==> config.mk <==
export PLATFORM = sky130hd
export DESIGN_NAME = backlight_fade_dim_controller
export DESIGN_NICKNAME = d
export VERILOG_FILES = /design/src/bfdc_pkg.sv /design/src/bfdc_ctrl.sv /design/src/bfdc_dp.sv /design/src/backlight_fade_dim_controller.sv
export SDC_FILE = /design/constraint.sdc
export NUM_CORES = 1
export LEC_CHECK = 0
export ABC_AREA = 1
export BUFFER_PORTS_ARGS = -buffer_cell sky130_fd_sc_hd__clkbuf_2
export CORE_UTILIZATION = 55
export CTS_CLUSTER_SIZE = 25
export DETAILED_ROUTE_END_ITERATION = 8
export PLACE_DENSITY_LB_ADDON = 0.08
export SYNTH_ARGS = -nofsm -noshare
export SYNTH_HDL_FRONTEND = slang
export SYNTH_SLANG_ARGS = --single-unit
==> constraint.sdc <==
create_clock -name clk -period 9.9 [get_ports clk]
set_input_delay 0.99 -clock clk [delete_from_list [all_inputs] [get_ports clk]]
set_output_delay 0.99 -clock clk [all_outputs]
set_load 0.1 [all_outputs]
==> src/bfdc_pkg.sv <==
// Shared types and codes for the backlight fade and dim controller.
`timescale 1ns / 1ps
package bfdc_pkg;

  typedef enum logic [2:0] {
    FUNC_UPDATE = 3'd0,
    FUNC_PREDIM = 3'd1,
    FUNC_OFF    = 3'd2,
    FUNC_ON     = 3'd3,
    FUNC_RESET  = 3'd4
  } func_t;

  typedef enum logic [2:0] {
    CFG_BRIGHTNESS    = 3'd0,
    CFG_SLEEP_TIMEOUT = 3'd1,
    CFG_DIM_LEAD      = 3'd2,
    CFG_DIM_END_FRAC  = 3'd3,
    CFG_PREDIM_FRAC   = 3'd4,
    CFG_MIN_DIM_DUTY  = 3'd5
  } cfg_idx_t;

  typedef struct packed {
    logic load;
    logic prep;
    logic div_init;
    logic div_step;
    logic commit;
  } cmd_t;

  typedef struct packed {
    logic need_div;
    logic div_last;
  } status_t;

endpackage

==> src/bfdc_ctrl.sv <==
// Sequencer for the backlight controller: accepts a beat, runs the datapath, posts the result.
`timescale 1ns / 1ps
module bfdc_ctrl (
  input  logic              clk,
  input  logic              rst,
  input  logic              in_valid,
  output logic              in_ready,
  output logic              out_valid,
  input  logic              out_ready,
  input  bfdc_pkg::status_t status,
  output bfdc_pkg::cmd_t    cmd
);

  typedef enum logic [2:0] {
    ST_IDLE,
    ST_PREP,
    ST_EVAL,
    ST_DIV,
    ST_DONE
  } state_t;

  state_t state;
  logic   slot_free;

  assign slot_free = !out_valid || out_ready;

  always_comb begin
    cmd.load     = (state == ST_IDLE) && in_valid && in_ready;
    cmd.prep     = (state == ST_PREP);
    cmd.div_init = (state == ST_EVAL) && status.need_div;
    cmd.div_step = (state == ST_DIV);
    cmd.commit   = (state == ST_DONE) && slot_free;
  end

  always_ff @(posedge clk) begin
    if (rst) begin
      state     <= ST_IDLE;
      in_ready  <= 1'b1;
      out_valid <= 1'b0;
    end else begin
      out_valid <= ((state == ST_DONE) && slot_free) || (out_valid && !out_ready);
      case (state)
        ST_IDLE: begin
          if (in_valid && in_ready) begin
            state    <= ST_PREP;
            in_ready <= 1'b0;
          end
        end
        ST_PREP: begin
          state <= ST_EVAL;
        end
        ST_EVAL: begin
          state <= status.need_div ? ST_DIV : ST_DONE;
        end
        ST_DIV: begin
          if (status.div_last) begin
            state <= ST_DONE;
          end
        end
        ST_DONE: begin
          if (slot_free) begin
            in_ready <= 1'b1;
            state    <= ST_IDLE;
          end
        end
        default: begin
          state    <= ST_IDLE;
          in_ready <= 1'b1;
        end
      endcase
    end
  end

endmodule

==> src/bfdc_dp.sv <==
// Datapath: configuration, fade state, dim ramp arithmetic, serial scaler and result register.
`timescale 1ns / 1ps
module bfdc_dp #(
  parameter int TIME_BITS = 32,
  parameter int DUTY_BITS = 8
) (
  input  logic                  clk,
  input  logic                  rst,
  input  logic                  cfg_valid,
  input  logic [2:0]            cfg_index,
  input  logic [TIME_BITS-1:0]  cfg_data,
  input  logic [2:0]            func,
  input  logic [TIME_BITS-1:0]  now_ms,
  input  logic [TIME_BITS-1:0]  last_activity_ms,
  input  logic                  in_dim_phase,
  input  bfdc_pkg::cmd_t        cmd,
  output bfdc_pkg::status_t     status,
  output logic [DUTY_BITS-1:0]  duty,
  output logic                  duty_written,
  output logic                  pwm_running,
  output logic                  backlight_cut
);

  localparam int XW = (DUTY_BITS > 8) ? DUTY_BITS : 8;
  localparam logic [XW-1:0] DMAX = XW'((64'd1 << DUTY_BITS) - 64'd1);

  logic [7:0]           brightness;
  logic [TIME_BITS-1:0] sleep_timeout_ms;
  logic [TIME_BITS-1:0] dim_lead_ms;
  logic [7:0]           dim_end_fraction_q8;
  logic [7:0]           predim_fraction_q8;
  logic [7:0]           min_dim_duty;

  logic [TIME_BITS-1:0] fade_start_ms;
  logic                 fade_started;
  logic                 pwm_active;
  logic                 screen_off;
  logic [DUTY_BITS-1:0] current_duty;

  logic [2:0]           func_q;
  logic [TIME_BITS-1:0] now_q;
  logic [TIME_BITS-1:0] last_q;
  logic                 dim_q;

  logic                 elapsed_lt;
  logic [7:0]           elapsed_lo;
  logic [7:0]           end_level;
  logic [7:0]           predim_level;
  logic [TIME_BITS-1:0] ramp_pos;

  logic [TIME_BITS-1:0] div_rem;
  logic [7:0]           div_quo;
  logic [7:0]           div_dd;
  logic [3:0]           div_cnt;

  logic [TIME_BITS-1:0] elapsed;
  logic [15:0]          end_prod;
  logic [15:0]          predim_prod;
  logic [TIME_BITS-1:0] add_b;
  logic [TIME_BITS:0]   add_s;
  logic                 add_c;
  logic [TIME_BITS:0]   add_r;

  logic [7:0]           ramp_level;
  logic [7:0]           dim_floor;
  logic [7:0]           predim_floor;

  logic [TIME_BITS-1:0] fade_start_next;
  logic                 fade_started_next;
  logic                 pwm_active_next;
  logic                 screen_off_next;
  logic [DUTY_BITS-1:0] current_duty_next;
  logic                 written_next;

  function automatic logic [DUTY_BITS-1:0] sat_duty(input logic [7:0] v);
    logic [XW-1:0] w;
    w = XW'(v);
    if (w > DMAX) begin
      w = DMAX;
    end
    return DUTY_BITS'(w);
  endfunction

  always_ff @(posedge clk) begin
    if (rst) begin
      brightness          <= 8'd180;
      sleep_timeout_ms    <= TIME_BITS'(30000);
      dim_lead_ms         <= TIME_BITS'(5000);
      dim_end_fraction_q8 <= 8'd31;
      predim_fraction_q8  <= 8'd77;
      min_dim_duty        <= 8'd4;
    end else if (cfg_valid) begin
      case (cfg_index)
        bfdc_pkg::CFG_BRIGHTNESS:    brightness          <= cfg_data[7:0];
        bfdc_pkg::CFG_SLEEP_TIMEOUT: sleep_timeout_ms    <= cfg_data;
        bfdc_pkg::CFG_DIM_LEAD:      dim_lead_ms         <= cfg_data;
        bfdc_pkg::CFG_DIM_END_FRAC:  dim_end_fraction_q8 <= cfg_data[7:0];
        bfdc_pkg::CFG_PREDIM_FRAC:   predim_fraction_q8  <= cfg_data[7:0];
        bfdc_pkg::CFG_MIN_DIM_DUTY:  min_dim_duty        <= cfg_data[7:0];
        default: begin
        end
      endcase
    end
  end

  always_ff @(posedge clk) begin
    if (cmd.load) begin
      func_q <= func;
      now_q  <= now_ms;
      last_q <= last_activity_ms;
      dim_q  <= in_dim_phase;
    end
  end

  assign elapsed     = fade_started ? (now_q - fade_start_ms) : '0;
  assign end_prod    = brightness * dim_end_fraction_q8;
  assign predim_prod = brightness * predim_fraction_q8;

  always_ff @(posedge clk) begin
    if (cmd.prep) begin
      elapsed_lt   <= elapsed < TIME_BITS'(brightness);
      elapsed_lo   <= elapsed[7:0];
      end_level    <= end_prod[15:8];
      predim_level <= predim_prod[15:8];
      ramp_pos     <= (now_q - last_q) - (sleep_timeout_ms - dim_lead_ms);
    end
  end

  always_comb begin
    status.need_div = (func_q == bfdc_pkg::FUNC_UPDATE) && !screen_off && !elapsed_lt &&
                      dim_q && (dim_lead_ms != '0) && (ramp_pos < dim_lead_ms) &&
                      (brightness > end_level);
    status.div_last = (div_cnt == 4'd15);
  end

  assign add_b = div_cnt[0] ? ramp_pos : div_rem;
  assign add_s = {1'b0, div_rem} + {1'b0, add_b};
  assign add_c = add_s >= {1'b0, dim_lead_ms};
  assign add_r = add_c ? (add_s - {1'b0, dim_lead_ms}) : add_s;

  always_ff @(posedge clk) begin
    if (rst) begin
      div_cnt <= '0;
    end else if (cmd.div_init) begin
      div_rem <= '0;
      div_quo <= '0;
      div_dd  <= brightness - end_level;
      div_cnt <= '0;
    end else if (cmd.div_step) begin
      div_cnt <= div_cnt + 4'd1;
      if (!div_cnt[0]) begin
        div_rem <= add_r[TIME_BITS-1:0];
        div_quo <= {div_quo[6:0], add_c};
      end else begin
        if (div_dd[7]) begin
          div_rem <= add_r[TIME_BITS-1:0];
          div_quo <= div_quo + {7'd0, add_c};
        end
        div_dd <= {div_dd[6:0], 1'b0};
      end
    end
  end

  assign ramp_level   = status.need_div ? (brightness - div_quo) : end_level;
  assign dim_floor    = (ramp_level < min_dim_duty) ? min_dim_duty : ramp_level;
  assign predim_floor = (predim_level < min_dim_duty) ? min_dim_duty : predim_level;

  always_comb begin
    fade_start_next   = fade_start_ms;
    fade_started_next = fade_started;
    pwm_active_next   = pwm_active;
    screen_off_next   = screen_off;
    current_duty_next = current_duty;
    written_next      = 1'b0;
    case (func_q)
      bfdc_pkg::FUNC_UPDATE: begin
        if (!screen_off) begin
          if (!fade_started) begin
            fade_start_next   = now_q;
            fade_started_next = 1'b1;
          end
          if (elapsed_lt) begin
            pwm_active_next   = 1'b1;
            current_duty_next = sat_duty(elapsed_lo);
            written_next      = 1'b1;
          end else if (dim_q) begin
            pwm_active_next   = 1'b1;
            current_duty_next = sat_duty(dim_floor);
            written_next      = 1'b1;
          end else if (XW'(brightness) < DMAX) begin
            pwm_active_next   = 1'b1;
            current_duty_next = sat_duty(brightness);
            written_next      = 1'b1;
          end else begin
            pwm_active_next = 1'b0;
          end
        end
      end
      bfdc_pkg::FUNC_PREDIM: begin
        pwm_active_next   = 1'b1;
        current_duty_next = sat_duty(predim_floor);
        written_next      = 1'b1;
      end
      bfdc_pkg::FUNC_OFF: begin
        if (!screen_off) begin
          screen_off_next = 1'b1;
          pwm_active_next = 1'b0;
        end
      end
      bfdc_pkg::FUNC_ON: begin
        if (screen_off) begin
          screen_off_next   = 1'b0;
          pwm_active_next   = 1'b1;
          current_duty_next = sat_duty(brightness);
          written_next      = 1'b1;
        end
      end
      bfdc_pkg::FUNC_RESET: begin
        pwm_active_next   = 1'b0;
        fade_start_next   = '0;
        fade_started_next = 1'b0;
      end
      default: begin
      end
    endcase
  end

  always_ff @(posedge clk) begin
    if (rst) begin
      fade_start_ms <= '0;
      fade_started  <= 1'b0;
      pwm_active    <= 1'b1;
      screen_off    <= 1'b0;
      current_duty  <= '0;
    end else if (cmd.commit) begin
      fade_start_ms <= fade_start_next;
      fade_started  <= fade_started_next;
      pwm_active    <= pwm_active_next;
      screen_off    <= screen_off_next;
      current_duty  <= current_duty_next;
    end
  end

  always_ff @(posedge clk) begin
    if (cmd.commit) begin
      duty          <= current_duty_next;
      duty_written  <= written_next;
      pwm_running   <= pwm_active_next;
      backlight_cut <= screen_off_next;
    end
  end

endmodule

==> src/backlight_fade_dim_controller.sv <==
// Top level of the backlight PWM duty controller.
`timescale 1ns / 1ps
// Takes one tick or event beat at a time (update, pre-sleep dim, power off, power on,
// fade reset) and returns one result beat with the duty register, a duty-written flag,
// the PWM running flag and the backlight cut flag. After acceptance a beat passes the prep,
// evaluate and done states; an update tick inside the dim ramp also passes the divide
// state, where the ramp position is scaled by a restoring serial unit built on one
// add-and-reduce adder. The result is posted from the done state once the output register
// is free, and the next input beat can then be taken. The result sits in an output register, so a
// new beat is taken while the last one waits.
// Configuration writes are accepted every cycle and must only come while the block is idle.
module backlight_fade_dim_controller #(
  parameter int TIME_BITS = 32,
  parameter int DUTY_BITS = 8
) (
  input  logic                 clk,
  input  logic                 rst,
  input  logic                 cfg_valid,
  output logic                 cfg_ready,
  input  logic [2:0]           cfg_index,
  input  logic [TIME_BITS-1:0] cfg_data,
  input  logic                 in_valid,
  output logic                 in_ready,
  input  logic [2:0]           func,
  input  logic [TIME_BITS-1:0] now_ms,
  input  logic [TIME_BITS-1:0] last_activity_ms,
  input  logic                 in_dim_phase,
  output logic                 out_valid,
  input  logic                 out_ready,
  output logic [DUTY_BITS-1:0] duty,
  output logic                 duty_written,
  output logic                 pwm_running,
  output logic                 backlight_cut
);

  bfdc_pkg::cmd_t    cmd;
  bfdc_pkg::status_t status;

  assign cfg_ready = 1'b1;

  bfdc_ctrl u_ctrl (
    .clk       (clk),
    .rst       (rst),
    .in_valid  (in_valid),
    .in_ready  (in_ready),
    .out_valid (out_valid),
    .out_ready (out_ready),
    .status    (status),
    .cmd       (cmd)
  );

  bfdc_dp #(
    .TIME_BITS (TIME_BITS),
    .DUTY_BITS (DUTY_BITS)
  ) u_dp (
    .clk              (clk),
    .rst              (rst),
    .cfg_valid        (cfg_valid),
    .cfg_index        (cfg_index),
    .cfg_data         (cfg_data),
    .func             (func),
    .now_ms           (now_ms),
    .last_activity_ms (last_activity_ms),
    .in_dim_phase     (in_dim_phase),
    .cmd              (cmd),
    .status           (status),
    .duty             (duty),
    .duty_written     (duty_written),
    .pwm_running      (pwm_running),
    .backlight_cut    (backlight_cut)
  );

  a_busy_after_accept: assert property (@(posedge clk) disable iff (rst)
    (in_valid && in_ready) |=> !in_ready)
    else $error("input taken while a beat is in flight");

  a_write_runs_pwm: assert property (@(posedge clk) disable iff (rst)
    (out_valid && duty_written) |-> pwm_running)
    else $error("duty written without the PWM running");

  a_result_from_work: assert property (@(posedge clk) disable iff (rst)
    $rose(out_valid) |-> $past(!in_ready))
    else $error("result posted with no beat in flight");

endmodule

==> metrics.md <==
| Metric | Value |
|---|---|
| Post-route ant nets | `0` |
| Number of global-route vias before repair | `21200` |
| Most used DFF post-synth | `edfxtp_1` |
| Post-synthesis cell area | `26400 um2` |
| Die X | `221 um` |
| Most common cell after layout, fill and taps aside | `nand2_1` |
| Final setup fails | `0` |
| Largest net degree at the start of global routing | `71` |
| Num CTS Buffers | `38` |
| Placed cell area | `27600 um2` |
| Root buffer cell | `clkbuf_16` |
| Req. time, crit path | `10.22 ns` |
| Post-synth top area cell | `edfxtp_1` |
| Postcts setup bufs | `0` |
| Fin crit period | `7.83 ns` |
| Leakage | `13.8 nW` |
| Fin crit share | `0.791` |
| GRT overflow | `0` |
| Critical Path End Type | `flop` |
| RSZ-0062 raised after global routing | `no` |
| Initial antenna violation count | `5` |
| Cells after synthesis | `3262` |
| Vias | `22000` |
| CTS tree | `yes` |
| DRT iter0 DRCs | `1671` |
| DP HPWL | `56400 um` |
| Sequential area share after synthesis | `0.321` |
| Slew headroom | `0.229` |
| Pwr Density | `273 nW/um2` |
| Detailed Route WL | `71700 um` |
| I/O Buffers | `120` |
| Clock Skew | `0.0247 ns` |
| Max-slew violations | `0` |
| PostCTS Resize Cnt | `0` |
| HP Class | `flop to flop` |
| Most frequent cells in the layout | `674 x nand2_1, 545 x inv_1, 320 x a21oi_1` |
| Layout net count | `3857` |
| Number of synthesized flops with an enable pin | `184` |
| Critical path type | `flop to flop` |
| Total iterations of the first detailed-routing run | `5` |
| Post-route cell area | `28900 um2` |
| Max Cap Viol | `0` |
| Global-route wire length before repair | `113000 um` |
| Status | `completed` |
| Synth warn | `0` |
| Setup crit start kind | `flop` |
| Hold_buf cts | `0` |
| Vias per inst | `5.52` |
| Mapped Nets | `3770` |
| Flops & latches, synth | `332` |
| Final worst setup slack | `2.07 ns` |
| Worst stage delay on the critical path | `1.23 ns` |
| Die footprint | `48900 um2` |
| Share of cells above drive strength 1 | `0.0672` |
| TNS Setup | `0 ns` |
| Buffer depth of the longest clock path | `3` |
| GPL Wtd Cong | `0.932` |
| Most used cell, CP | `nand2_1` |
| Core area | `47000 um2` |
| Rows | `79` |
| Mapped Avg Cell Area | `8.10 um2` |
| Chip Height | `221 um` |
| H-tree depth | `2` |
| Drt drc | `0` |
| Async set-or-reset flop fraction in the synthesized netlist | `0` |
| Area share of the leading cell type in the synthesized netlist | `0.209` |
| Data arrival time of the critical path | `8.16 ns` |
| Clock latency on the worst-skew pair | `0.58 ns` |
| DR WL/cell | `18.0 um` |
| Total track usage | `0.292` |
| Fin Hold WS | `0.464 ns` |
| Worst-path maximum fanout | `36` |
| CP max-delay cell | `clkinv_1` |
| CTS clk-pin slew, worst paths | `0.06 ns` |
| Pre-CTS setup slack | `2.00 ns` |
| Layout area overhead | `9.55%` |
| I/O pins | `122` |
| Actual slew at the worst max-slew pin | `1.16 ns` |
| Clk sinks | `332` |
| Initial core utilization | `0.563` |
| Maximum VDD drop | `273 uV` |
| Synth top area cells | `edfxtp_1 21%, ha_1 12%, dfxtp_1 11%, fa_1 10%, nand2_1 9.6%` |
| Power, Total | `7.91 mW` |
| Unique masters post-synth | `55` |
| Max Clk Rate | `128 MHz` |
| Final Hold Vio Count | `0` |
layout make-up:
type,instances,area (um2)
antenna,5,12.5
clock buffer,55,1140
clock inverter,15,203
fill,4072,18000
inverter,550,2060
multi-input combinational,2287,15500
sequential,332,8490
tap,607,759
timing repair buffer,140,751
report_power, final:
group,switching [mW],internal [mW]
registers,0.232,1.99
clock network,0.611,0.893
logic,2.63,1.56
cell usage after synthesis (all sizes together) (2+ instances only):
master,count
o21bai,6
nand3,85
or2,4
clkbuf,82
o21ai,186
a21boi,8
o31ai,10
buf,11
ha,263
nor3,25
nor2,228
xnor2,57
a221oi,7
nand4,21
a211oi,35
a31oi,20
fa,137
nand2,678
a21oi,321
nand3b,3
a21o,18
dfxtp,148
a2111oi,6
o221ai,5
clkinv,4
nor3b,2
a41o,2
inv,546
a22oi,7
nor4,11
o211ai,27
xor2,98
o21a,10
edfxtp,184
kinds of logic after synthesis:
group / share of synthesized area
xor gates and xnor gates: 0.0514
DFF: 0.321
buffers and inverters: 0.0927
other: 0.000142
AOI/OAI and AO/OA: 0.145
adders and majority gates: 0.228
and+or+nand+nor: 0.161
worst max-delay path, delay by kind of cell, from the launching register on:
kind / cells / cell delay, ns
DFF: 1 / 1.08
and+or+nand+nor: 13 / 1.29
buffers and inverters: 2 / 1.29
AOI/OAI and AO/OA: 13 / 2.31
adders and majority gates: 5 / 1.45
xor gates and xnor gates: 1 / 0.14
per-layer routing:
metal | routed length (um) | track usage | vias to the layer above
met5 | 0 | 0 | -
met4 | 1750 | 0.0927 | 0
met3 | 4490 | 0.0345 | 96
met2 | 30800 | 0.436 | 667
met1 | 34700 | 0.438 | 10300
li1 | - | - | 10900
final timing paths:
check	from	endpoint	slack [ns]	depth (start not counted)
hold reg to reg	u_dp.fade_start_ms[18]	u_dp.fade_start_ms[18]	0.46	2
setup / recovery	u_dp.div_cnt[0]	u_dp.div_quo[6]	2.07	34
setup reg to reg	u_dp.div_cnt[0]	u_dp.div_quo[6]	2.07	34
hold / removal	u_dp.fade_start_ms[18]	u_dp.fade_start_ms[18]	0.46	2
registers in the layout, indices dropped and copies added (netlist names), 32 cells and up:
name / count
u_dp.ramp_pos: 32
u_dp.dim_lead_ms: 32
u_dp.fade_start_ms: 32
u_dp.last_q: 32
u_dp.sleep_timeout_ms: 32
u_dp.now_q: 32
u_dp.div_rem: 32
stage by stage:
| stage | std cells | util |
|---|---|---|
| global route | 3991 | 0.617 |
| detailed placement | 3916 | 0.588 |
| global placement | 3916 | 0.588 |
| CTS | 3986 | 0.616 |
| finish | 3991 | 0.617 |
| floorplan | 3262 | - |
No activity file was read; power rests on OpenSTA's default activity.
